File: config.mk
export PLATFORM = sky130hd
export DESIGN_NAME = clf_ctrl
export DESIGN_NICKNAME = d
export VERILOG_FILES = /design/src/design/clf_pkg.sv /design/src/design/clf_ctrl.sv
export SDC_FILE = /design/constraint.sdc
export NUM_CORES = 1
export LEC_CHECK = 0
export BUFFER_PORTS_ARGS = -buffer_cell sky130_fd_sc_hd__buf_2
export CORE_ASPECT_RATIO = 1.5
export CORE_MARGIN = 2
export CORE_UTILIZATION = 51
export DETAILED_ROUTE_END_ITERATION = 8
export GPL_ROUTABILITY_DRIVEN = 0
export PLACE_DENSITY = 0.77
export SLEW_MARGIN = 20
export SYNTH_ARGS = -nofsm -noshare
export SYNTH_HDL_FRONTEND = slang
export SYNTH_SLANG_ARGS = --single-unit
File: constraint.sdc
create_clock -name clk -period 3.8 [get_ports clk]
set_input_delay 0.57 -clock clk [delete_from_list [all_inputs] [get_ports clk]]
set_output_delay 0.57 -clock clk [all_outputs]
set_load 0.03 [all_outputs]
File: src/design/clf_pkg.sv
// Package for the circular line FIFO: shared constants, the result status
// codes and the RAM strobe bundle. Depends on nothing; every other file imports it.
package clf_pkg;

  // Default ring depth in bytes.
  localparam int unsigned DEFAULT_DEPTH = 4096;

  // Fixed width of the chunk length field.
  localparam int unsigned LEN_W = 13;

  // Byte that terminates a line.
  localparam logic [7:0] NEWLINE_BYTE = 8'h0A;

  // Item modes.
  typedef enum logic {
    MODE_WRITE = 1'b0,
    MODE_READ  = 1'b1
  } mode_t;

  // Result status codes.
  typedef enum logic [1:0] {
    ST_STORED  = 2'd0,
    ST_REJECT  = 2'd1,
    ST_READ    = 2'd2,
    ST_NO_LINE = 2'd3
  } status_t;

  // Strobes from the controller to the byte RAM.
  typedef struct packed {
    logic wr_en;
    logic rd_en;
  } mem_ctl_t;

endpackage

File: src/design/clf_ctrl.sv
// Controller of the circular line FIFO: pointers, fill and newline counts,
// chunk admission, RAM strobes and the result register. Depends on clf_pkg.
module clf_ctrl #(
  parameter int unsigned BUFFER_DEPTH = clf_pkg::DEFAULT_DEPTH,
  parameter int unsigned PTR_W        = $clog2(BUFFER_DEPTH)
) (
  input  logic                      clk,
  input  logic                      rst_n,
  // Input items
  input  logic                      in_valid,
  output logic                      in_ready,
  input  logic                      in_mode,
  input  logic [7:0]                in_data_byte,
  input  logic                      in_first_of_chunk,
  input  logic [clf_pkg::LEN_W-1:0] in_chunk_length,
  // Results
  output logic                      out_valid,
  input  logic                      out_ready,
  output clf_pkg::status_t          out_status,
  output logic [7:0]                out_data_out,
  output logic                      out_last_of_line,
  // Byte RAM
  output clf_pkg::mem_ctl_t         mem_ctl,
  output logic [PTR_W-1:0]          mem_waddr,
  output logic [7:0]                mem_wdata,
  output logic [PTR_W-1:0]          mem_raddr,
  input  logic [7:0]                mem_rdata
);
  import clf_pkg::*;

  localparam int unsigned CNT_W = $clog2(BUFFER_DEPTH + 1);
  localparam int unsigned CMP_W = (CNT_W > LEN_W) ? CNT_W : LEN_W;
  localparam logic [PTR_W-1:0] PTR_LAST = PTR_W'(BUFFER_DEPTH - 1);
  localparam logic [CNT_W-1:0] CNT_FULL = CNT_W'(BUFFER_DEPTH);

  typedef enum logic {
    S_IDLE,
    S_RD_WAIT
  } state_t;

  state_t           state_r, state_nxt;
  logic [PTR_W-1:0] rd_ptr_r, rd_ptr_nxt;
  logic [PTR_W-1:0] wr_ptr_r, wr_ptr_nxt;
  logic [CNT_W-1:0] fill_r, fill_nxt;
  logic [CNT_W-1:0] nl_cnt_r, nl_cnt_nxt;
  logic             chunk_acc_r, chunk_acc_nxt;
  logic             out_valid_r, out_valid_nxt;
  status_t          status_r, status_nxt;
  logic [7:0]       data_out_r, data_out_nxt;
  logic             last_r, last_nxt;

  logic             out_free;
  logic             accept;
  logic [CNT_W-1:0] room;
  logic             admit;
  logic             store_ok;
  logic             has_line;
  logic             rd_is_nl;

  // A new item is taken only when idle and the result register will be free.
  assign out_free = !out_valid_r || out_ready;
  assign in_ready = (state_r == S_IDLE) && out_free;
  assign accept   = in_valid && in_ready;

  // Chunk admission and line availability.
  assign room     = CNT_FULL - fill_r;
  assign admit    = (in_chunk_length != '0) &&
                    (CMP_W'(in_chunk_length) <= CMP_W'(room));
  assign has_line = (nl_cnt_r != '0) && (fill_r != '0);
  assign rd_is_nl = (mem_rdata == NEWLINE_BYTE);

  always_comb begin
    chunk_acc_nxt = in_first_of_chunk ? admit : chunk_acc_r;
  end
  assign store_ok = chunk_acc_nxt && (fill_r != CNT_FULL);

  // RAM access: writes land at the edge of acceptance, reads are issued there.
  always_comb begin
    mem_ctl.wr_en = accept && (in_mode == MODE_WRITE) && store_ok;
    mem_ctl.rd_en = accept && (in_mode == MODE_READ) && has_line;
  end
  assign mem_waddr = wr_ptr_r;
  assign mem_wdata = in_data_byte;
  assign mem_raddr = rd_ptr_r;

  // Next-state logic.
  always_comb begin
    state_nxt     = state_r;
    rd_ptr_nxt    = rd_ptr_r;
    wr_ptr_nxt    = wr_ptr_r;
    fill_nxt      = fill_r;
    nl_cnt_nxt    = nl_cnt_r;
    out_valid_nxt = out_valid_r && !out_ready;
    status_nxt    = status_r;
    data_out_nxt  = data_out_r;
    last_nxt      = last_r;

    case (state_r)
      S_IDLE: begin
        if (accept) begin
          out_valid_nxt = 1'b1;
          data_out_nxt  = '0;
          last_nxt      = 1'b0;
          if (in_mode == MODE_WRITE) begin
            if (store_ok) begin
              status_nxt = ST_STORED;
              wr_ptr_nxt = (wr_ptr_r == PTR_LAST) ? '0 : wr_ptr_r + 1'b1;
              fill_nxt   = fill_r + 1'b1;
              if (in_data_byte == NEWLINE_BYTE) begin
                nl_cnt_nxt = nl_cnt_r + 1'b1;
              end
            end else begin
              status_nxt = ST_REJECT;
            end
          end else if (has_line) begin
            // The byte arrives from the RAM next cycle.
            out_valid_nxt = 1'b0;
            state_nxt     = S_RD_WAIT;
            rd_ptr_nxt    = (rd_ptr_r == PTR_LAST) ? '0 : rd_ptr_r + 1'b1;
            fill_nxt      = fill_r - 1'b1;
          end else begin
            status_nxt = ST_NO_LINE;
          end
        end
      end
      S_RD_WAIT: begin
        if (out_free) begin
          out_valid_nxt = 1'b1;
          status_nxt    = ST_READ;
          data_out_nxt  = mem_rdata;
          last_nxt      = rd_is_nl;
          if (rd_is_nl) begin
            nl_cnt_nxt = nl_cnt_r - 1'b1;
          end
          state_nxt = S_IDLE;
        end
      end
      default: begin
        state_nxt = S_IDLE;
      end
    endcase
  end

  // State and registered outputs.
  always_ff @(posedge clk) begin
    if (!rst_n) begin
      state_r     <= S_IDLE;
      rd_ptr_r    <= '0;
      wr_ptr_r    <= '0;
      fill_r      <= '0;
      nl_cnt_r    <= '0;
      chunk_acc_r <= 1'b0;
      out_valid_r <= 1'b0;
    end else begin
      state_r     <= state_nxt;
      rd_ptr_r    <= rd_ptr_nxt;
      wr_ptr_r    <= wr_ptr_nxt;
      fill_r      <= fill_nxt;
      nl_cnt_r    <= nl_cnt_nxt;
      out_valid_r <= out_valid_nxt;
      if (accept && (in_mode == MODE_WRITE)) begin
        chunk_acc_r <= chunk_acc_nxt;
      end
    end
    status_r   <= status_nxt;
    data_out_r <= data_out_nxt;
    last_r     <= last_nxt;
  end

  assign out_valid        = out_valid_r;
  assign out_status       = status_r;
  assign out_data_out     = data_out_r;
  assign out_last_of_line = last_r;

endmodule

==> impl_results.md, run 1 <==
- Status: complete, but fails checks
- Failing checks: negative setup slack
- Synth Area per Inst: a little under 9 um^2
- Synth Instances: 500
- Mapped Nets: approximately 580
- CP bufs+invs: 2
- Die area: 9310 um^2
- Relative slew slack: between 50 and 60%
- Tightest Pin Transition: approximately 0.66 ns
- Crit path DAT: around 3.4 ns
- Max cap viols: 0
- Crit-path max FO: 3
- Clock Latency Late Sink: between 0.3 and 0.4 ns
- R2R cell count: 14
- Hold Path Class: reg2reg
- Synth area leader: dfxtp_1
- # nets final: ~680
- Ys async rst share: 0%
- Synth cell count leaders: 53 x dfxtp_1, 52 x nor2_1, 38 x ha_1
- Via count: 4,122
- Worst path max stage delay: roughly 0.53 ns
- Diodes inserted: 0
- Initial antenna violation count: 0
- Main combinational cell family by area after synthesis: simple AND/OR/NAND/NOR gates
- Crit end category: primary output
- Clk_skew: between 0.004 and 0.005 ns
- Drt drc: 0
- Maximum vdd ir drop: 0.000496 V
- Die width: slightly below 80 um
- Ys Warns: 0
- Drt total wl: about 11,000 um
- Critical Path Stages: 12
- Combinational share of power: 56.3%
- Post-Synth XOR/XNOR Area: 8.24%
- CTS Buf Count: 9
- Cell Pwr Density: 693 nW/um^2
- Number of synthesized flops with an enable pin: 11
- Worst Setup Start Kind: flop
- Flops & latches, synth: 64
- Cell Chain, Critical Path: or4_4 > or3_4 > or4_4 > xnor2_1 > ha_1 > nand4_1 > nor4_2 > a31oi_1 > o21ai_2 > nand2_4 > inv_4 > buf_6
- Yosys top cell area share: roughly a quarter
- Hold_sp: chunk_acc_r$_SDFFE_PN0P_
- Area growth, synth to finish: 25.4%
- Final hold vios: 0
- Period utilization: 105%
- CP dominant cell by count: or4_4
- Routed Antenna Nets: 0
- Worst Setup EP: mem_ctl[1]
- First-pass GRT wire length: 17,500 um
- Chip height: between 100 and 150 um
- Post-synthesis mux area share: 4.37%
- Area share of fa/ha/maj cells after synthesis: 11.8%
- Final Hold Slack: roughly 0.46 ns
- Core Area: 8360 um^2
- Clock root buffer: clkbuf_16
- Slowest-stage cell, CP: or4_4
- Critical Path Start: fill_r[5]$_SDFFE_PN0P_
- Wire length per cell: 14.7 um
- Reg2Reg Setup Slack: -0.11 ns
- Sequential share of the synthesized area: a little under a third
- Pin count of the biggest net entering global routing: 44
- Worst R2R End: mem_waddr[4]$_SDFFE_PN0P_
- Share of post-route cells with drive strength above 1: a little over a quarter
- Drt initial violations: slightly below 200
- Count of pins over their slew limit: 0
- Vias per std cell: between 5 and 6
- Maximum clock path buffer count: 2
- Post-route insts no fill: 718
- Minimum clock period: 4.00 ns
- Main synth FF type: dfxtp_1
- H-tree depth: 3
- Synth Area in Simple Gates: 22.7%
- Compound-Gate Fraction of Synth Area: ~16%
- Sequential share of power: ~22%
- Placed instance area: between 4000 and 5000 um^2
- Synth top area cells: dfxtp_1 24%, ha_1 11%, edfxtp_1 7.6%, xnor2_1 6.0%, nor2_1 4.5%
- Hold depth: 2
- Power Total: between 3 and 4 mW
- Top-count cell post-synth: dfxtp_1
- Total GRT Usage: 23.6%
- Sw Ratio: between 30% and 40%
- Buffers added on ports: 81
- I/O pin count: 82
- Pre-antenna DRT Iters: 4
- Initial Util: 52.1%
- CP Data Required Time: 3.23 ns
- Filler cell count: between 600 and 700
- Total gr overflow: 0
- Setup ws final: -0.203 ns
- Delay-heaviest family, CP: simple AND/OR/NAND/NOR gates
- WS Path Type: reg2out
- Leak: 2.44 nW
- Power Internal: approximately 2.4 mW
- Switch Pwr: 1.43 mW
- Post-synthesis instance area: roughly 4400 um^2
- Placed instance count: a little under 700
- Clock tree from TritonCTS: yes
- Final Instance Area: ~5500 um^2
- Reg clk slew, reported paths: about 0.05 ns
- Clk pwr share: ~22%
- DPL Wire Length: between 7000 and 8000 um
- Synth unique cells: 60
- Row cnt: 41
- Final setup vio count: 7
- Reg-to-Reg Start: fill_r[5]$_SDFFE_PN0P_
- RSZ-0062 raised after global routing: yes
- Clk sinks: between 60 and 70
- Vias in the first global route: about 4,100
- Hold buffer count at cts: 0
- Fmax: 0.250 GHz
[worst min-delay path, stage by stage, from the launching register on]
cell,delay [ns]
dfxtp_1,0.31
nand2_1,0.05
a21oi_1,0.05
[worst min-delay path by stage]
stage | to | slack [ns]
floorplan | chunk_acc_r$_SDFFE_PN0P_ | 0.43
global route | chunk_acc_r$_SDFFE_PN0P_ | 0.48
global placement | chunk_acc_r$_SDFFE_PN0P_ | 0.44
CTS | chunk_acc_r$_SDFFE_PN0P_ | 0.46
finish | chunk_acc_r$_SDFFE_PN0P_ | 0.46
detailed placement | chunk_acc_r$_SDFFE_PN0P_ | 0.45
[power groups by stage]
stage	Sequential (mW)	Clock [mW]	Combinational, mW
3_3_place_gp	0.823	0	1.81
6_report	0.816	0.840	2.13
5_1_grt	0.825	0.878	2.37
2_1_floorplan	0.888	0	1.31
3_5_place_dp	0.827	0	1.89
4_1_cts	0.815	0.848	1.98
[timing repair]
item | CTS | global route
gates resized for setup | 7 | 14
setup buffers | 2 | 4
gates cloned | 0 | 1
setup endpoints to repair | 7 | 35
pin swaps | 7 | 9
[sequential cells by signal (all words and copies together) (netlist names)]
| signal | flops |
|---|---|
| fill_r | 13 |
| mem_waddr | 12 |
| out_last_of_line | 1 |
| state_r | 1 |
| out_data_out | 8 |
| mem_raddr | 12 |
| chunk_acc_r | 1 |
| out_valid | 1 |
| out_status | 2 |
| nl_cnt_r | 13 |
[per-layer routing]
metal  wire length (um)  vias to the layer above  track usage (%)
met5                  0                        -                0
met4                311                        0             12.5
met3                388                       27             5.06
met2               5710                      106             46.1
met1               4110                     1952             22.4
li1                   -                     2037                -
[area by class of cell]
| type | count | area (um^2) | area share (%) |
|---|---|---|---|
| clock buffers | 11 | 253 | 4.63 |
| clock inverters | 5 | 53.8 | 0.985 |
| inverters | 20 | 77.6 | 1.42 |
| multi-input cells | 395 | 2830 | 51.8 |
| flip-flops and latches | 64 | 1390 | 25.5 |
| well taps | 107 | 134 | 2.45 |
| repair buffers | 116 | 721 | 13.2 |
[cells in the final DEF, fill, tap and decap left out, types with 6 or more instances in the layout]
cell type  instances
a211oi_1           7
a21oi_1           33
a31oi_1            7
and2_1            13
and3_1             6
buf_2             80
buf_4             31
clkbuf_16         10
dfxtp_1           52
edfxtp_1          11
ha_1              38
inv_1             17
mux2i_1           17
nand2_1           29
nand3_1           12
nand4_1            8
nor2_1            52
nor2b_1            7
nor3_1            12
nor4_1             7
o21ai_0           17
o31ai_1            9
or3_1              7
or4_1              9
xnor2_1           29
xor2_1            11
[stage by stage]
stage / worst slack, ns / TNS [ns] / util (%)
6_report: -0.203 / -0.544 / 65.3
5_1_grt: -0.372 / -3.97 / 65.3
3_5_place_dp: -0.101 / -0.357 / 59.7
3_3_place_gp: -0.0466 / -0.0795 / 59.7
2_1_floorplan: 0.00564 / 0 / -
4_1_cts: -0.151 / -0.198 / 63.9
[kinds of logic (layout without fill, tap and decap cells)]
family,after synthesis,count (layout)
AND/OR/NAND/NOR,188,188
AO/OA/AOI/OAI,107,107
flip-flops,64,64
XOR/XNOR,41,41
buffers and inverters,41,152
adder cells (fa/ha/maj),40,40
multiplexers,19,19
Note: power is estimated with default switching activity, not from simulation.
==> run 2: changes to the inputs <==
--- a/config.mk
+++ b/config.mk
@@ -16,3 +16,4 @@
 export SYNTH_ARGS = -nofsm -noshare
 export SYNTH_HDL_FRONTEND = slang
 export SYNTH_SLANG_ARGS = --single-unit
+export TNS_END_PERCENT = 50
==> run 2 against run 1 <==
The run still ends with negative setup slack left. Final cell count decreased by 0.14%. First-iteration DRC count is 9.6% higher. Non-clock buffer count down 1. Power fell by 0.86%. Count of clock-buffer cells in the layout unchanged. Clock power about the same. Setup slack gained 0.0084 ns. Register-to-register slack hardly changed. Utilization shrank 0.13 points. Maximum frequency increased by 0.21%. Worst hold slack lost 0.0032 ns. Global-route usage unchanged.
==> impl_results.md, run 2 (synthesis gave the netlist of run 1 again) <==
- Status: complete, but fails checks
- Failing checks: negative setup slack
- Regs by FF count: fill_r (13), nl_cnt_r (13)
- DR top layer: met4
- Total gr overflow: 0 (unchanged)
- Worst Setup Start Kind: flop
- Maximum clock path buffer count: 2 (unchanged)
- Pre-CTS setup slack: -0.101 ns (unchanged)
- Setup ws final: -0.195 ns (+0.00842 ns)
- Pin count of the biggest net entering global routing: 44 (unchanged)
- Slowest-stage cell, CP: or4_4
- Via count: 4,099 (-0.56%)
- Met3 wire len: 393 um (+1.3%)
- Clk sinks: 64 (unchanged)
- Minimum clock period: 3.99 ns (-0.00842 ns)
- Pre-antenna DRT Iters: 4 (unchanged)
- WS Path Type: reg2out
- Most frequent cells in the layout: 80 x buf_2, 52 x nor2_1, 52 x dfxtp_1, 38 x ha_1, 33 x a21oi_1
- Hold depth: 2 (unchanged)
- Power Total: 3.76 mW (-0.86%)
- H-tree depth: 3 (unchanged)
- Met2 wire len: 5670 um (-0.72%)
- Share of post-route cells with drive strength above 1: 25.7% (-0.29 points)
- Chip height: 117 um (unchanged)
- I/O pin count: 82 (unchanged)
- Relative slew slack: 55.8% (about the same)
- Vias per std cell: 5.72 (-0.42%)
- Sw Ratio: 37.7% (-0.052 points)
- R2R cell count: 14 (unchanged)
- Clock tree from TritonCTS: yes
- Initial antenna violation count: 0 (unchanged)
- Worst path max stage delay: 0.53 ns (about the same)
- Diodes inserted: 0 (unchanged)
- Switch Pwr: 1.41 mW (-1.0%)
- Die area: 9310 um^2 (unchanged)
- Final Instance Area: 5450 um^2 (-0.21%)
- Max cap viols: 0 (unchanged)
- Maximum vdd ir drop: 0.000495 V (-0.15%)
- # nets final: 680 (-0.15%)
- Met1 WL: 4070 um (-1.0%)
- Period utilization: 105% (-0.22 points)
- Fmax: 0.250 GHz (+0.21%)
- Routed Antenna Nets: 0 (unchanged)
- Buffers added on ports: 81 (unchanged)
- RSZ-0062 raised after global routing: yes
- Drt total wl: 10,500 um (-0.39%)
- DPL Wire Length: 7850 um (unchanged)
- Reg clk slew, reported paths: 0.05 ns (about the same)
- Core Area: 8360 um^2 (unchanged)
- Power Internal: 2.34 mW (-0.77%)
- Clk_skew: 0.00580 ns (+0.00103 ns)
- Count of pins over their slew limit: 0 (unchanged)
- Crit-path max FO: 3 (unchanged)
- Final core occ: 65.2% (-0.13 points)
- Clock Latency Late Sink: 0.33 ns (about the same)
- Clk pwr share: 22.3% (about the same)
- Final hold vios: 0 (unchanged)
- Drt initial violations: 216 (+9.6%)
- Total GRT Usage: 23.6% (unchanged)
- Clock root buffer: clkbuf_16
- Crit end category: primary output
- Combinational share of power: 56.0% (-0.3 points)
- CTS Buf Count: 9 (unchanged)
- Hold buffer count at cts: 0 (unchanged)
- Crit path DAT: 3.42 ns (about the same)
- CP Data Required Time: 3.23 ns (about the same)
- Row cnt: 41 (unchanged)
- Area growth, synth to finish: 25.2%
- Placed instance area: 4990 um^2 (unchanged)
- First-pass GRT wire length: 17,500 um (unchanged)
- CP dominant cell by count: or4_4
- Vias in the first global route: 4,119 (unchanged)
- Leak: 2.44 nW (about the same)
- Die width: 79.5 um (unchanged)
- Cell Chain, Critical Path: or4_4 > or3_4 > or4_4 > xnor2_1 > ha_1 > nand4_1 > nor4_2 > a31oi_1 > o21ai_2 > nand2_4 > inv_4 > buf_6
- Initial Util: 52.1% (unchanged)
- Final setup vio count: 7 (unchanged)
- Hold Path Class: reg2reg
- Most common cell after layout, fill and taps aside: buf_2
- Sequential share of power: 21.7% (+0.2 points)
- Drt drc: 0 (unchanged)
- Tightest Pin Transition: 0.661 ns (+0.000118 ns)
- Wire length per cell: 14.6 um (-0.25%)
- Cell Pwr Density: 689 nW/um^2 (-0.65%)
==> run 2: area by class of cell <==
class	count	area [um^2]
Clock buffer	11	253
Clock inverter	5	53.8
Multi-Input combinational cell	395	2830
Sequential cell	64	1390
Tap cell	107	134
Timing Repair Buffer	115	713
Fill cell	681	2910
Inverter	20	77.6
==> run 2: power by group through the flow <==
stage	combinational [mW]	sequential (mW)	clock [mW]
after floorplan	1.31	0.888	0
final	2.10	0.816	0.838
after global routing	2.35	0.825	0.878
after CTS	1.98	0.815	0.848
after global placement	1.81	0.823	0
after detailed placement	1.89	0.827	0
==> run 2: stage by stage <==
stage / cells / hold WS (ns) / TNS, ns
after floorplan: 500 / 0.427 / 0
after global placement: 695 / 0.437 / -0.0795
after detailed placement: 695 / 0.455 / -0.357
after CTS: 713 / 0.461 / -0.198
after global routing: 717 / 0.485 / -3.99
final: 717 / 0.458 / -0.474
==> run 2: final timing paths <==
| kind | slack (ns) | to | start |
|---|---|---|---|
| max | -0.19 | mem_ctl[1] | fill_r[5]$_SDFFE_PN0P_ |
| min | 0.46 | chunk_acc_r$_SDFFE_PN0P_ | chunk_acc_r$_SDFFE_PN0P_ |
| max reg2reg | -0.10 | mem_waddr[4]$_SDFFE_PN0P_ | fill_r[5]$_SDFFE_PN0P_ |
| min reg2reg | 0.46 | chunk_acc_r$_SDFFE_PN0P_ | chunk_acc_r$_SDFFE_PN0P_ |
==> run 2: metal layers <==
layer	up-vias	global-route usage, %
met5	-	0
met4	0	12.5
met2	99	46.1
met3	29	5.06
met1	1938	22.4
li1	2033	-
==> run 2: repair_timing <==
action	CTS	global route
cloned	0	1
resized for setup	7	13
endpoints found under the setup margin	7	35
pin swaps	7	9
buffers inserted	2	3
==> run 2: critical path: cells and delay by family (launching register included) <==
family | cells | cell delay [ns]
simple gates | 6 | 1.89
flops | 1 | 0.32
fa+ha+maj | 1 | 0.31
compound gates | 2 | 0.26
buf+inv | 2 | 0.18
xor+xnor | 1 | 0.14
==> run 3: changes to the inputs <==
--- a/config.mk
+++ b/config.mk
@@ -5,13 +5,17 @@
 export SDC_FILE = /design/constraint.sdc
 export NUM_CORES = 1
 export LEC_CHECK = 0
+export ABC_AREA = 1
 export BUFFER_PORTS_ARGS = -buffer_cell sky130_fd_sc_hd__buf_2
+export CELL_PAD_IN_SITES_DETAIL_PLACEMENT = 1
+export CELL_PAD_IN_SITES_GLOBAL_PLACEMENT = 1
 export CORE_ASPECT_RATIO = 1.5
 export CORE_MARGIN = 2
-export CORE_UTILIZATION = 51
+export CORE_UTILIZATION = 37
 export DETAILED_ROUTE_END_ITERATION = 8
 export GPL_ROUTABILITY_DRIVEN = 0
-export PLACE_DENSITY = 0.77
+export GPL_TIMING_DRIVEN = 0
+export PLACE_DENSITY_LB_ADDON = 0.1
 export SLEW_MARGIN = 20
 export SYNTH_ARGS = -nofsm -noshare
 export SYNTH_HDL_FRONTEND = slang
==> run 3 against run 2 <==
The flow now finishes without violations. Design area is 7.0% higher. Largest cell class unchanged. Critical path depth is 8 higher. Utilization is 19 points lower. Highest routed layer unchanged.
==> impl_results.md, run 3 <==
- Status: finished, final reports clean
- Pin count of the biggest net entering global routing: 16 (-64%)
- Ys Warns: 0 (unchanged)
- Clk sinks: 64 (unchanged)
- M1 GR Usage: 23.8% (+1.3 points)
- H-tree depth: 3 (unchanged)
- Relative slew slack: 38.6% (-17 points)
- Cell Chain, Critical Path: inv_2 > ha_2 > nand3_2 > nor2_4 > nand2_1 > xor2_1 > ha_1 > nand2_2 > nor2_4 > inv_1 > nor2_2 > nand2_1 > nand2_1 > nand2_1 > nand2_2 > nand2_4 > nand3_4 > inv_2 > buf_8 > buf_6
- Ys async rst share: 0% (unchanged)
- Die width: 96.7 um (+22%)
- Clk_skew: 0.0108 ns (+0.00502 ns)
- Leak: 2.83 nW (+16%)
- Tightest Pin Transition: 0.921 ns (+0.260 ns)
- Reg clk slew, reported paths: 0.06 ns (about the same)
- Area growth, synth to finish: 22.4%
- Placed instance area: 5360 um^2 (+7.4%)
- Most common cell after layout, fill and taps aside: nand2_1
- Wire length per cell: 14.9 um (+2.2%)
- Vias in the first global route: 5,106 (+24%)
- Row cnt: 50 (+22%)
- Diodes inserted: 0 (unchanged)
- Initial antenna violation count: 0 (unchanged)
- DPL Wire Length: 11,100 um (+42%)
- Clock Latency Late Sink: 0.33 ns (about the same)
- Core Area: 12,500 um^2 (+50%)
- Pre-antenna DRT Iters: 4 (unchanged)
- Hold_sp: mem_raddr[1]$_SDFFE_PN0P_
- Critical Path Start: fill_r[0]$_SDFFE_PN0P_
- M3 GR Usage: 3.08% (-2.0 points)
- Regs by FF count: fill_r (13), nl_cnt_r (13)
- Synth cell count leaders: 142 x nand2_1, 92 x nor2_1, 74 x inv_1
- Synth Instances: 677 (+35%)
- Buffers added on ports: 80 (-1.2%)
- Flops & latches, synth: 64 (unchanged)
- Drt total wl: 14,100 um (+34%)
- CP Data Required Time: 3.23 ns (about the same)
- Slowest-stage cell, CP: dfxtp_2
- Mapped Nets: 752 (+31%)
- Setup ws final: 0.215 ns (+0.410 ns)
- Worst path max stage delay: 0.35 ns (-0.18 ns)
- Synth area leader: dfxtp_1
- Routed Antenna Nets: 0 (unchanged)
- CTS Buf Count: 9 (unchanged)
- Total GRT Usage: 21.2% (-2.3 points)
- Top-count cell post-synth: nand2_1
- I/O pin count: 82 (unchanged)
- Initial Util: 38.1% (-14 points)
- Pre-CTS setup slack: -0.196 ns (-0.0951 ns)
- Final hold vios: 0 (unchanged)
- Sequential share of the synthesized area: 29.2% (-2.8 points)
- Fmax: 0.279 GHz (+11%)
- First-pass GRT wire length: 24,300 um (+39%)
- Maximum vdd ir drop: 0.000731 V (+48%)
- Synth unique cells: 42 (-30%)
- Number of synthesized flops with an enable pin: 11 (unchanged)
- GR Util met2: 41.4% (-4.7 points)
- Vias per std cell: 5.05 (-12%)
- Final setup vio count: 0 (-7)
- Synth Area per Inst: 7.04 um^2 (-19%)
- WS Path Type: reg2out
- Reg-to-Reg Start: fill_r[0]$_SDFFE_PN0P_
- Minimum clock period: 3.59 ns (-0.410 ns)
- Total gr overflow: 0 (unchanged)
- Period utilization: 94.3% (-11 points)
- Yosys top cell area share: 22.3% (-2.1 points)
- CP dominant cell by count: nand2_1
- Crit-path max FO: 5 (+2)
- Cell Pwr Density: 738 nW/um^2 (+7.1%)
- # nets final: 856 (+26%)
- Drt initial violations: 123 (-43%)
- Filler cell count: 1,675 (+150%)
- Clock root buffer: clkbuf_16
- Most Used Layer, Global Route: met2
- Max cap viols: 0 (unchanged)
- Worst Setup Start Kind: flop
- Die area: 13,800 um^2 (+48%)
- Clock tree from TritonCTS: yes
- Synth top area cells: dfxtp_1 22%, nand2_1 11%, ha_1 10%, nor2_1 7.2%, edfxtp_1 6.9%
- Count of pins over their slew limit: 0 (unchanged)
- Post-route setup TNS: 0 ns (+0.474 ns)
- Drt drc: 0 (unchanged)
- Most frequent cells in the layout: 139 x nand2_1, 91 x nor2_1, 84 x buf_2, 71 x inv_1, 56 x a21oi_1
- Maximum clock path buffer count: 2 (unchanged)
- Power Total: 4.30 mW (+15%)
- Final Hold Slack: 0.501 ns (+0.0432 ns)
- Hold Path Class: reg2reg
- Chip height: 143 um (+22%)
- Final Instance Area: 5830 um^2 (+7.0%)
- Crit end category: primary output
- Share of post-route cells with drive strength above 1: 21.5% (-4.2 points)
- Hold buffer count at cts: 0 (unchanged)
- Post-synthesis instance area: 4770 um^2 (+9.4%)
- Via count: 4,754 (+16%)
- Main synth FF type: dfxtp_1
- Crit path DAT: 3.02 ns (-0.40 ns)
run 3: timing repair:
| action | 4_1_cts | 5_1_grt |
|---|---|---|
| endpoints found under the setup margin | 1 | 1 |
| setup buffers | 7 | 6 |
| pin swaps | 10 | 10 |
| gates resized for setup | 18 | 7 |
run 3: power by group:
part           internal (mW)  switching (mW)  total [mW]
clock                  0.523           0.307       0.829
combinational           1.09            1.50        2.59
sequential             0.776           0.109       0.885
run 3: cells by family (layout without fill, tap and decap cells):
| logic type | count (synthesis) | count (layout) | share of synthesized area [%] |
|---|---|---|---|
| DFF | 64 | 64 | 29.2 |
| xor gates and xnor gates | 44 | 44 | 8.08 |
| adders and majority gates | 40 | 40 | 10.8 |
| AOI/OAI and AO/OA | 96 | 96 | 10.8 |
| and+or+nand+nor | 331 | 331 | 31.5 |
| buffers and inverters | 102 | 211 | 9.63 |
run 3: metrics by stage:
step / utilization (%) / cells
finish: 46.6 / 942
global route: 46.6 / 942
detailed placement: 42.9 / 913
floorplan: - / 677
CTS: 46.1 / 936
global placement: 42.9 / 913
run 3: per-layer routing:
metal | part of all wire (%) | routed length [um] | vias up
met5 | 0 | 0 | -
met3 | 1.6 | 221 | 18
met4 | 1.5 | 208 | 0
met1 | 41 | 5710 | 2278
li1 | - | - | 2418
met2 | 56 | 7930 | 40
run 3: layout make-up:
cell class | instances | area [um^2] | share of cell area (%)
Clock buffer | 12 | 246 | 4.22
Clock inverter | 4 | 45.0 | 0.772
Buffer | 23 | 164 | 2.81
Timing Repair Buffer | 93 | 504 | 8.64
Inverter | 79 | 302 | 5.17
Multi-Input combinational cell | 511 | 2980 | 51.1
Tap cell | 156 | 195 | 3.35
Sequential cell | 64 | 1400 | 23.9
run 3: final timing paths:
check	to	slack (ns)	depth (start not counted)
min	mem_raddr[1]$_SDFFE_PN0P_	0.50	2
max	mem_ctl[1]	0.21	20
min reg2reg	mem_raddr[1]$_SDFFE_PN0P_	0.50	2
max reg2reg	fill_r[6]$_SDFFE_PN0P_	0.60	22
run 3: worst max-delay path, delay by kind of cell (launching register included):
family / cells / cell delay [ns]
simple gates: 12 / 1.20
fa+ha+maj: 2 / 0.53
buf+inv: 5 / 0.45
flops: 1 / 0.35
xor+xnor: 1 / 0.17
